===== src/sv/zhp_pkg.sv =====
package zhp_pkg;

   localparam int unsigned CEN_FIXED   = 42;
   localparam int unsigned LOC_FIXED   = 26;
   localparam int unsigned SIG_BYTES   = 4;
   localparam int unsigned FRAME_BITS  = 8 * CEN_FIXED;
   localparam int unsigned SHIFT_BITS  = FRAME_BITS - 8;
   // local header bytes land this many bytes higher in the frame than central ones
   localparam int unsigned LOC_SHIFT   = (CEN_FIXED - LOC_FIXED) - 2;

   localparam logic [31:0] CEN_SIG = 32'h504B_0102;
   localparam logic [31:0] LOC_SIG = 32'h504B_0304;
   localparam logic [7:0]  BYTE_MASK = 8'hFF;

   // central record byte offsets, after the signature
   localparam int unsigned OFS_GP_FLAGS  = 4;
   localparam int unsigned OFS_METHOD    = 6;
   localparam int unsigned OFS_TIME_DATE = 8;
   localparam int unsigned OFS_CRC       = 12;
   localparam int unsigned OFS_CSIZE     = 16;
   localparam int unsigned OFS_USIZE     = 20;
   localparam int unsigned OFS_NAME_LEN  = 24;
   localparam int unsigned OFS_EXTRA_LEN = 26;
   localparam int unsigned OFS_COMM_LEN  = 28;
   localparam int unsigned OFS_HDR_OFS   = 38;

   localparam int unsigned CSR_INDEX_W = 1;
   localparam int unsigned CSR_DATA_W  = 16;
   localparam logic [CSR_INDEX_W-1:0] CSR_HEADER_KIND  = 1'd0;
   localparam logic [CSR_INDEX_W-1:0] CSR_RECORD_LIMIT = 1'd1;

   localparam logic KIND_CENTRAL = 1'b0;
   localparam logic KIND_LOCAL   = 1'b1;

   localparam logic STATUS_OK      = 1'b0;
   localparam logic STATUS_BAD_SIG = 1'b1;

   localparam int unsigned QUEUE_DEPTH = 2;
   localparam int unsigned QUEUE_PTR_W = $clog2(QUEUE_DEPTH);
   localparam int unsigned QUEUE_CNT_W = $clog2(QUEUE_DEPTH + 1);

   typedef enum logic [5:0] {
      PH_IDLE  = 6'b000001,
      PH_CSIG  = 6'b000010,
      PH_CFIX  = 6'b000100,
      PH_CSKIP = 6'b001000,
      PH_LHUNT = 6'b010000,
      PH_LFIX  = 6'b100000
   } phase_type;

   typedef enum logic [1:0] {
      FRAME_CENTRAL = 2'd0,
      FRAME_LOCAL   = 2'd1,
      FRAME_BAD_SIG = 2'd2
   } frame_kind_type;

   typedef struct packed {
      logic [7:0] data_byte;
      logic       first_byte;
   } req_type;

   typedef struct packed {
      logic        status;
      logic [15:0] record_index;
      logic [15:0] gp_flags;
      logic [15:0] method;
      logic [31:0] dos_time_date;
      logic [31:0] crc_value;
      logic [31:0] compressed_size;
      logic [31:0] uncompressed_size;
      logic [15:0] name_length;
      logic [15:0] extra_length;
      logic [15:0] comment_length;
      logic [31:0] header_offset;
   } rsp_type;

   // raw header bytes, byte k of the frame at bits [8k+7:8k]
   typedef struct packed {
      frame_kind_type          kind;
      logic [15:0]             record_index;
      logic [FRAME_BITS-1:0]   bytes;
   } frame_type;

   typedef struct packed {
      logic      valid;
      frame_type frame;
   } push_type;

endpackage


===== src/sv/zhp_front.sv =====
module zhp_front import zhp_pkg::*; (
   input  logic        clock,
   input  logic        reset,
   input  logic        accept,
   input  req_type     req_data,
   input  logic        header_kind,
   input  logic [15:0] record_limit,
   output push_type    push
);

   phase_type             phase_ff, phase_in;
   logic [31:0]           window_ff, window_in;
   logic [5:0]            count_ff, count_in;
   logic [SHIFT_BITS-1:0] shift_ff, shift_in;
   logic [17:0]           skip_ff, skip_in;
   logic [15:0]           done_ff, done_in;
   logic                  emit;
   frame_kind_type        emit_kind;
   logic [15:0]           emit_index;
   logic [7:0]            byte_val;

   assign byte_val = req_data.data_byte & BYTE_MASK;

   always_comb begin
      phase_in   = phase_ff;
      window_in  = window_ff;
      count_in   = count_ff;
      shift_in   = shift_ff;
      skip_in    = skip_ff;
      done_in    = done_ff;
      emit       = 1'b0;
      emit_kind  = FRAME_CENTRAL;
      emit_index = done_ff;

      if (req_data.first_byte) begin
         done_in   = '0;
         count_in  = '0;
         skip_in   = '0;
         window_in = '0;
         if (header_kind == KIND_LOCAL) begin
            phase_in = PH_LHUNT;
         end else if (record_limit == 16'd0) begin
            phase_in = PH_IDLE;
         end else begin
            phase_in = PH_CSIG;
         end
      end

      case (phase_in)
         PH_CSIG: begin
            window_in = {window_in[23:0], byte_val};
            if (count_in == 6'(SIG_BYTES - 1)) begin
               count_in = '0;
               if (window_in == CEN_SIG) begin
                  phase_in = PH_CFIX;
               end else begin
                  emit       = 1'b1;
                  emit_kind  = FRAME_BAD_SIG;
                  emit_index = '0;
                  done_in    = done_in + 16'd1;
                  if (done_in >= record_limit) begin
                     phase_in = PH_IDLE;
                  end
               end
            end else begin
               count_in = count_in + 6'd1;
            end
         end
         PH_CFIX: begin
            shift_in = {byte_val, shift_ff[SHIFT_BITS-1:8]};
            if (count_in == 6'(CEN_FIXED - 1)) begin
               count_in   = '0;
               window_in  = '0;
               emit       = 1'b1;
               emit_kind  = FRAME_CENTRAL;
               emit_index = done_in;
               skip_in    = 18'(shift_ff[8*OFS_NAME_LEN +: 16])
                          + 18'(shift_ff[8*OFS_EXTRA_LEN +: 16])
                          + 18'(shift_ff[8*OFS_COMM_LEN +: 16]);
               phase_in   = (skip_in != 18'd0) ? PH_CSKIP : PH_CSIG;
               done_in    = done_in + 16'd1;
               if (done_in >= record_limit) begin
                  phase_in = PH_IDLE;
               end
            end else begin
               count_in = count_in + 6'd1;
            end
         end
         PH_CSKIP: begin
            if (skip_in != 18'd0) begin
               skip_in = skip_in - 18'd1;
            end
            if (skip_in == 18'd0) begin
               phase_in = PH_CSIG;
            end
         end
         PH_LHUNT: begin
            window_in = {window_in[23:0], byte_val};
            if (window_in == LOC_SIG) begin
               phase_in = PH_LFIX;
               count_in = '0;
            end
         end
         PH_LFIX: begin
            shift_in = {byte_val, shift_ff[SHIFT_BITS-1:8]};
            if (count_in == 6'(LOC_FIXED - 1)) begin
               count_in   = '0;
               phase_in   = PH_IDLE;
               emit       = 1'b1;
               emit_kind  = FRAME_LOCAL;
               emit_index = '0;
            end else begin
               count_in = count_in + 6'd1;
            end
         end
         default: begin
            phase_in = PH_IDLE;
         end
      endcase
   end

   always_ff @(posedge clock) begin
      if (reset) begin
         phase_ff  <= PH_IDLE;
         window_ff <= '0;
         count_ff  <= '0;
         skip_ff   <= '0;
         done_ff   <= '0;
      end else if (accept) begin
         phase_ff  <= phase_in;
         window_ff <= window_in;
         count_ff  <= count_in;
         skip_ff   <= skip_in;
         done_ff   <= done_in;
      end
   end

   always_ff @(posedge clock) begin
      if (accept) begin
         shift_ff <= shift_in;
      end
   end

   // frame is the current byte on top of the 41 shifted ones
   assign push.valid              = accept & emit;
   assign push.frame.kind         = emit_kind;
   assign push.frame.record_index = emit_index;
   assign push.frame.bytes        = {byte_val, shift_ff};

endmodule


===== src/sv/zhp_queue.sv =====
module zhp_queue import zhp_pkg::*; (
   input  logic      clock,
   input  logic      reset,
   input  push_type  push,
   input  logic      pop,
   output logic      full,
   output logic      not_empty,
   output frame_type head
);

   frame_type              mem_ff [QUEUE_DEPTH];
   logic [QUEUE_PTR_W-1:0] wr_ptr_ff, rd_ptr_ff;
   logic [QUEUE_CNT_W-1:0] count_ff, count_in;
   logic                   do_pop;

   assign full      = (count_ff == QUEUE_CNT_W'(QUEUE_DEPTH));
   assign not_empty = (count_ff != '0);
   assign head      = mem_ff[rd_ptr_ff];
   assign do_pop    = pop & not_empty;

   always_comb begin
      count_in = count_ff;
      if (push.valid && !do_pop) begin
         count_in = count_ff + QUEUE_CNT_W'(1);
      end else if (!push.valid && do_pop) begin
         count_in = count_ff - QUEUE_CNT_W'(1);
      end
   end

   always_ff @(posedge clock) begin
      if (reset) begin
         wr_ptr_ff <= '0;
         rd_ptr_ff <= '0;
         count_ff  <= '0;
      end else begin
         count_ff <= count_in;
         if (push.valid) begin
            wr_ptr_ff <= wr_ptr_ff + QUEUE_PTR_W'(1);
         end
         if (do_pop) begin
            rd_ptr_ff <= rd_ptr_ff + QUEUE_PTR_W'(1);
         end
      end
   end

   always_ff @(posedge clock) begin
      if (push.valid) begin
         mem_ff[wr_ptr_ff] <= push.frame;
      end
   end

endmodule


===== src/sv/zhp_back.sv =====
module zhp_back import zhp_pkg::*; (
   input  logic      clock,
   input  logic      reset,
   input  logic      head_valid,
   input  frame_type head,
   output logic      pop,
   output logic      rsp_valid,
   input  logic      rsp_stall,
   output rsp_type   rsp_data
);

   logic                  out_valid_ff;
   rsp_type               out_data_ff, out_data_in;
   logic [FRAME_BITS-1:0] view;

   // local header fields sit LOC_SHIFT bytes above their central positions
   assign view = (head.kind == FRAME_LOCAL) ? (head.bytes >> (8 * LOC_SHIFT)) : head.bytes;

   always_comb begin
      out_data_in = '0;
      case (head.kind)
         FRAME_CENTRAL, FRAME_LOCAL: begin
            out_data_in.status            = STATUS_OK;
            out_data_in.record_index      = head.record_index;
            out_data_in.gp_flags          = view[8*OFS_GP_FLAGS +: 16];
            out_data_in.method            = view[8*OFS_METHOD +: 16];
            out_data_in.dos_time_date     = view[8*OFS_TIME_DATE +: 32];
            out_data_in.crc_value         = view[8*OFS_CRC +: 32];
            out_data_in.compressed_size   = view[8*OFS_CSIZE +: 32];
            out_data_in.uncompressed_size = view[8*OFS_USIZE +: 32];
            out_data_in.name_length       = view[8*OFS_NAME_LEN +: 16];
            out_data_in.extra_length      = view[8*OFS_EXTRA_LEN +: 16];
            if (head.kind == FRAME_CENTRAL) begin
               out_data_in.comment_length = view[8*OFS_COMM_LEN +: 16];
               out_data_in.header_offset  = view[8*OFS_HDR_OFS +: 32];
            end
         end
         FRAME_BAD_SIG: begin
            out_data_in.status = STATUS_BAD_SIG;
         end
         default: begin
            out_data_in = '0;
         end
      endcase
   end

   assign pop = head_valid & (~out_valid_ff | ~rsp_stall);

   always_ff @(posedge clock) begin
      if (reset) begin
         out_valid_ff <= 1'b0;
      end else if (pop) begin
         out_valid_ff <= 1'b1;
      end else if (!rsp_stall) begin
         out_valid_ff <= 1'b0;
      end
   end

   always_ff @(posedge clock) begin
      if (pop) begin
         out_data_ff <= out_data_in;
      end
   end

   assign rsp_valid = out_valid_ff;
   assign rsp_data  = out_data_ff;

endmodule


===== src/sv/zip_header_field_parser.sv =====
// ZIP header field parser. Takes one archive byte per cycle; a byte with
// first_byte set restarts parsing in the mode set by header_kind (central
// directory records, or a hunt for one local file header). Most bytes only
// shift into the header register or count down the name/extra/comment skip;
// the byte that completes a header (or a bad central signature) produces one
// transaction on rsp via the queue and output register. Completed headers
// wait in a two-entry queue ahead of the output register, so req_stall only
// rises when that queue is full, i.e. when the consumer has held off rsp.
// Sustained rate is one byte per cycle. header_kind and record_limit are
// written through csr; header_kind is used at the next restart.
module zip_header_field_parser import zhp_pkg::*; (
   input  logic                   clock,
   input  logic                   reset,
   input  logic                   req_valid,
   output logic                   req_stall,
   input  req_type                req_data,
   output logic                   rsp_valid,
   input  logic                   rsp_stall,
   output rsp_type                rsp_data,
   input  logic                   csr_valid,
   output logic                   csr_ready,
   input  logic [CSR_INDEX_W-1:0] csr_index,
   input  logic [CSR_DATA_W-1:0]  csr_wdata
);

   logic        header_kind_ff;
   logic [15:0] record_limit_ff;
   logic        accept;
   logic        q_full;
   logic        q_not_empty;
   logic        q_pop;
   frame_type   q_head;
   push_type    push;

   assign csr_ready = 1'b1;

   always_ff @(posedge clock) begin
      if (reset) begin
         header_kind_ff  <= KIND_CENTRAL;
         record_limit_ff <= '0;
      end else if (csr_valid && csr_ready) begin
         case (csr_index)
            CSR_HEADER_KIND:  header_kind_ff  <= csr_wdata[0];
            CSR_RECORD_LIMIT: record_limit_ff <= csr_wdata[15:0];
            default: begin
            end
         endcase
      end
   end

   assign req_stall = q_full;
   assign accept    = req_valid & ~q_full;

   zhp_front u_front (
      .clock        (clock),
      .reset        (reset),
      .accept       (accept),
      .req_data     (req_data),
      .header_kind  (header_kind_ff),
      .record_limit (record_limit_ff),
      .push         (push)
   );

   zhp_queue u_queue (
      .clock     (clock),
      .reset     (reset),
      .push      (push),
      .pop       (q_pop),
      .full      (q_full),
      .not_empty (q_not_empty),
      .head      (q_head)
   );

   zhp_back u_back (
      .clock      (clock),
      .reset      (reset),
      .head_valid (q_not_empty),
      .head       (q_head),
      .pop        (q_pop),
      .rsp_valid  (rsp_valid),
      .rsp_stall  (rsp_stall),
      .rsp_data   (rsp_data)
   );

endmodule


===== config.mk =====
export PLATFORM = sky130hd
export DESIGN_NAME = zip_header_field_parser
export DESIGN_NICKNAME = d
export VERILOG_FILES = /design/src/sv/zhp_pkg.sv /design/src/sv/zhp_front.sv /design/src/sv/zhp_queue.sv /design/src/sv/zhp_back.sv /design/src/sv/zip_header_field_parser.sv
export SDC_FILE = /design/constraint.sdc
export NUM_CORES = 1
export LEC_CHECK = 0
export CORE_UTILIZATION = 45
export DETAILED_ROUTE_END_ITERATION = 6
export DONT_BUFFER_PORTS = 1
export GPL_TIMING_DRIVEN = 1
export SYNTH_ARGS = -nofsm -noshare
export SYNTH_HDL_FRONTEND = slang
export SYNTH_SLANG_ARGS = --single-unit
export TNS_END_PERCENT = 30

===== constraint.sdc =====
create_clock -name clock -period 24 [get_ports clock]
set_input_delay 4.8 -clock clock [delete_from_list [all_inputs] [get_ports clock]]
set_output_delay 4.8 -clock clock [all_outputs]
set_load 0.01 [all_outputs]

==> metrics <==
status=completed; Die H=333 µm; Setup Crit Path Kind=primary input to flop; power per standard cell area=97.7 nW/µm²; Hold WC Path Type=flop to flop; Syn-to-layout area delta=12.1%; core area=109,000 µm²; Synth Flop Type=edfxtp_1; Switching Share=24.8%; Die Wd=333 µm; slew at the pin closest to its max-slew limit=1170 ps; Ports=291; vias=25,500; synth top area cells=edfxtp_1 73%, mux2i_1 3.9%, dfxtp_1 3.8%, nor2_1 2.7%, a211oi_1 2.6%; drt wl/cell=24.7 µm; ANT nets after route=0; post-synthesis simple-gate area fraction=6.18%; die area=111,000 µm²; Clock Latency Late Sink=730 ps; Post-CTS Setup Bufs=0; count of different cell masters after synthesis=80; hold buffers post-CTS=0; placed instance area=50,900 µm²; All-Layer GR Usage=20.0%; setup ws final=14,310 ps; final HPWL from detailed placement=70,700 µm; final core utilization=50.8%; adder-cell share of the synthesized area=1.48%; CP startpoint kind=primary input; clock power share=38.1%; yosys warns=0; part of the power in registers=52.5%; Worst-path clk slew=60 ps; crit end category=flop; switching power=1340 µW; CTS H-tree depth=4; Via-to-Cell Ratio=5.62; Final Cycle Share=40.4%; layout cell share with drive strength beyond 1=11.4%; cell with the most instances after synthesis=edfxtp_1; Setup Viol. Count Final=0; gr ovfl total=0; largest area contributor in the netlist=edfxtp_1; TritonCTS buffer count=135; Avg Cell Area, Syn=16.5 µm²; compound-cell area share of the yosys netlist=6.19%; Max Fclk=103 MHz; post-layout net count=3,089; critical path arrival=10,020 ps; setup TNS=0 ps; largest net degree at the start of global routing=184; Int Power=4060 µW; Clock Skews=31.0 ps; Gate power share=9.4%; max_cap viols=0; Synthesized Nets=3,071; critical path fanouts, max=172; worst slack, placed=13,580 ps; RSZ-0062 raised after global routing=no; CTS Sinks=1,290; Post-synth ARST share=0%; XOR/XNOR Fraction of Synth Area=0.728%; Filler cells=8,737; post-CTS sizing=0; first-pass GRT wire length=165,000 µm; part of the Yosys area used for sequential elements=76.6%; Starting DRT DRC Count=2,362; Cell Rows=121; largest family of logic cells by synthesized area=multiplexers; Fin Hold WS=451 ps; flip-flop and latch count after synthesis=1,290; PortBufs=0; max_slew headroom=21.5%; Syn Std Cell Area=49,300 µm²; Max VDD drop=0.105 mV; Slew Viols, Final=0; Final min period=9690 ps; final-report hold violation count=0; initial antenna violation count=4; P_leak=0.0180 µW; Synth top area share=72.8%; DRC errors left=0; Post-Route WL=112,000 µm; Non-Filler Cell Area, Final=55,300 µm²; CTS root buf=clkbuf_16; Mapped Cells=2,983; Post-synth EDFFs=1,197; vias in the first global route=25,200; GPL Wtd Cong=0.856; TritonCTS clock tree=yes; Longest Clk Path Bufs=3; Initial Util=45.3%; Commonest cells post-synth=1,197 x edfxtp_1, 352 x nor2_1, 194 x mux2i_1; mux cell area share after synthesis=7.29%; Initial DRT Pass Iterations=6; Req. time, crit path=24,340 ps
[path summary, 6_finish.rpt]
check / start / slack, ps / endpoint / cells after the start
setup / recovery: req_data[0] / 14310 / u_queue.mem_ff[1][147]$_DFFE_PP_ / 11
hold / removal: u_front.shift_ff[39]$_DFFE_PP_ / 450 / u_queue.mem_ff[1][39]$_DFFE_PP_ / 0
setup reg to reg: u_front.count_ff[0]$_SDFFE_PP0P_ / 17950 / u_queue.mem_ff[1][147]$_DFFE_PP_ / 11
hold reg to reg: u_front.shift_ff[39]$_DFFE_PP_ / 450 / u_queue.mem_ff[1][39]$_DFFE_PP_ / 0
[area by class of cell]
type	instances	area (µm²)	share of cell area, %
antenna	1	2.50	0.00453
clock buffer	177	3720	6.73
clock inverter	69	673	1.22
inverter	48	188	0.339
multi-input combinational	1500	10900	19.7
sequential	1290	37800	68.4
tap	1414	1770	3.20
timing repair buffer	26	258	0.466
[per-layer routing]
layer	part of all wire (%)	up-vias	global-route usage (%)
met3	5.8	161	4.27
met2	48	803	32.1
li1	-	11600	-
met1	44	12900	27.3
met4	2.3	0	6.01
met5	0	-	0
[power by group through the flow]
| stage | combinational (µW) | sequential (µW) | clock [µW] |
|---|---|---|---|
| 2_1_floorplan | 374 | 2890 | 0 |
| 3_3_place_gp | 508 | 2880 | 0 |
| 3_5_place_dp | 513 | 2890 | 0 |
| 4_1_cts | 515 | 2840 | 2100 |
| 5_1_grt | 549 | 2850 | 2190 |
| 6_report | 505 | 2840 | 2060 |
[cell families after synthesis]
family,Yosys count
muxes,307
adders and majority gates,57
other,1
and+or+nand+nor,653
AOI/OAI and AO/OA,441
DFF,1290
xor gates and xnor gates,41
buffers and inverters,193
[through the flow]
step | power (µW) | std cells
after floorplan | 3260 | 2983
after CTS | 5460 | 4524
final | 5400 | 4525
after global placement | 3390 | 4278
after detailed placement | 3400 | 4278
after global routing | 5590 | 4524
[placed cells by master (no fill, tap or decap), types with 6 or more instances in the layout]
cell type  Yosys  routed
nor2b_1       18      18
edfxtp_1    1197    1197
and2_1        58      58
o21a_1        12      11
clkbuf_1     102      29
or3_1         13      13
mux2_2        79      78
bufinv_16      0      11
nor3_1        32      32
a21o_1         8       8
mux4_2        34      34
dfxtp_1       93      92
a21oi_1       74      73
o31ai_1        6       6
o21ai_0       44      44
xor2_1        17      17
inv_6          0       7
inv_1         48      47
a31oi_1        7       7
o21bai_1       8       8
o211ai_1       7       7
nand2_1       78      77
xnor2_1       24      24
buf_4          1      21
nand4_1       12      12
clkinv_1       0      25
o21ai_1       10       9
nor2_1       352     350
mux2i_1      194     193
nor4_1        12      12
ha_1          55      55
nand2b_1      24      24
a211oi_1     169     169
a22oi_1       44      44
nand3_1       16      16
clkbuf_16      0     140
clkbuf_8       0       8
clkinv_2       0      17
[sequential cells by signal, indices dropped and copies added (netlist names), named ones only]
| name | cells |
|---|---|
| header_kind_ff | 1 |
| record_limit_ff | 16 |
| u_back.rsp_data | 257 |
| u_back.rsp_valid | 1 |
| u_front.count_ff | 6 |
| u_front.done_ff | 16 |
| u_front.phase_ff | 6 |
| u_front.shift_ff | 296 |
| u_front.skip_ff | 18 |
| u_front.window_ff | 24 |
| u_queue.count_ff | 2 |
| u_queue.mem_ff | 644 |
| u_queue.rd_ptr_ff | 1 |
| u_queue.wr_ptr_ff | 1 |
[worst max-delay path: stages]
cell       delay (ps)
nand2b_1          180
ha_1              180
nand4bb_1         150
nor3b_1           340
nand2_1           420
nand2b_1          310
o21ai_1           250
nor2_4            710
buf_4             750
buf_12            770
buf_4             930
Note: power is estimated with default switching activity, not from simulation.
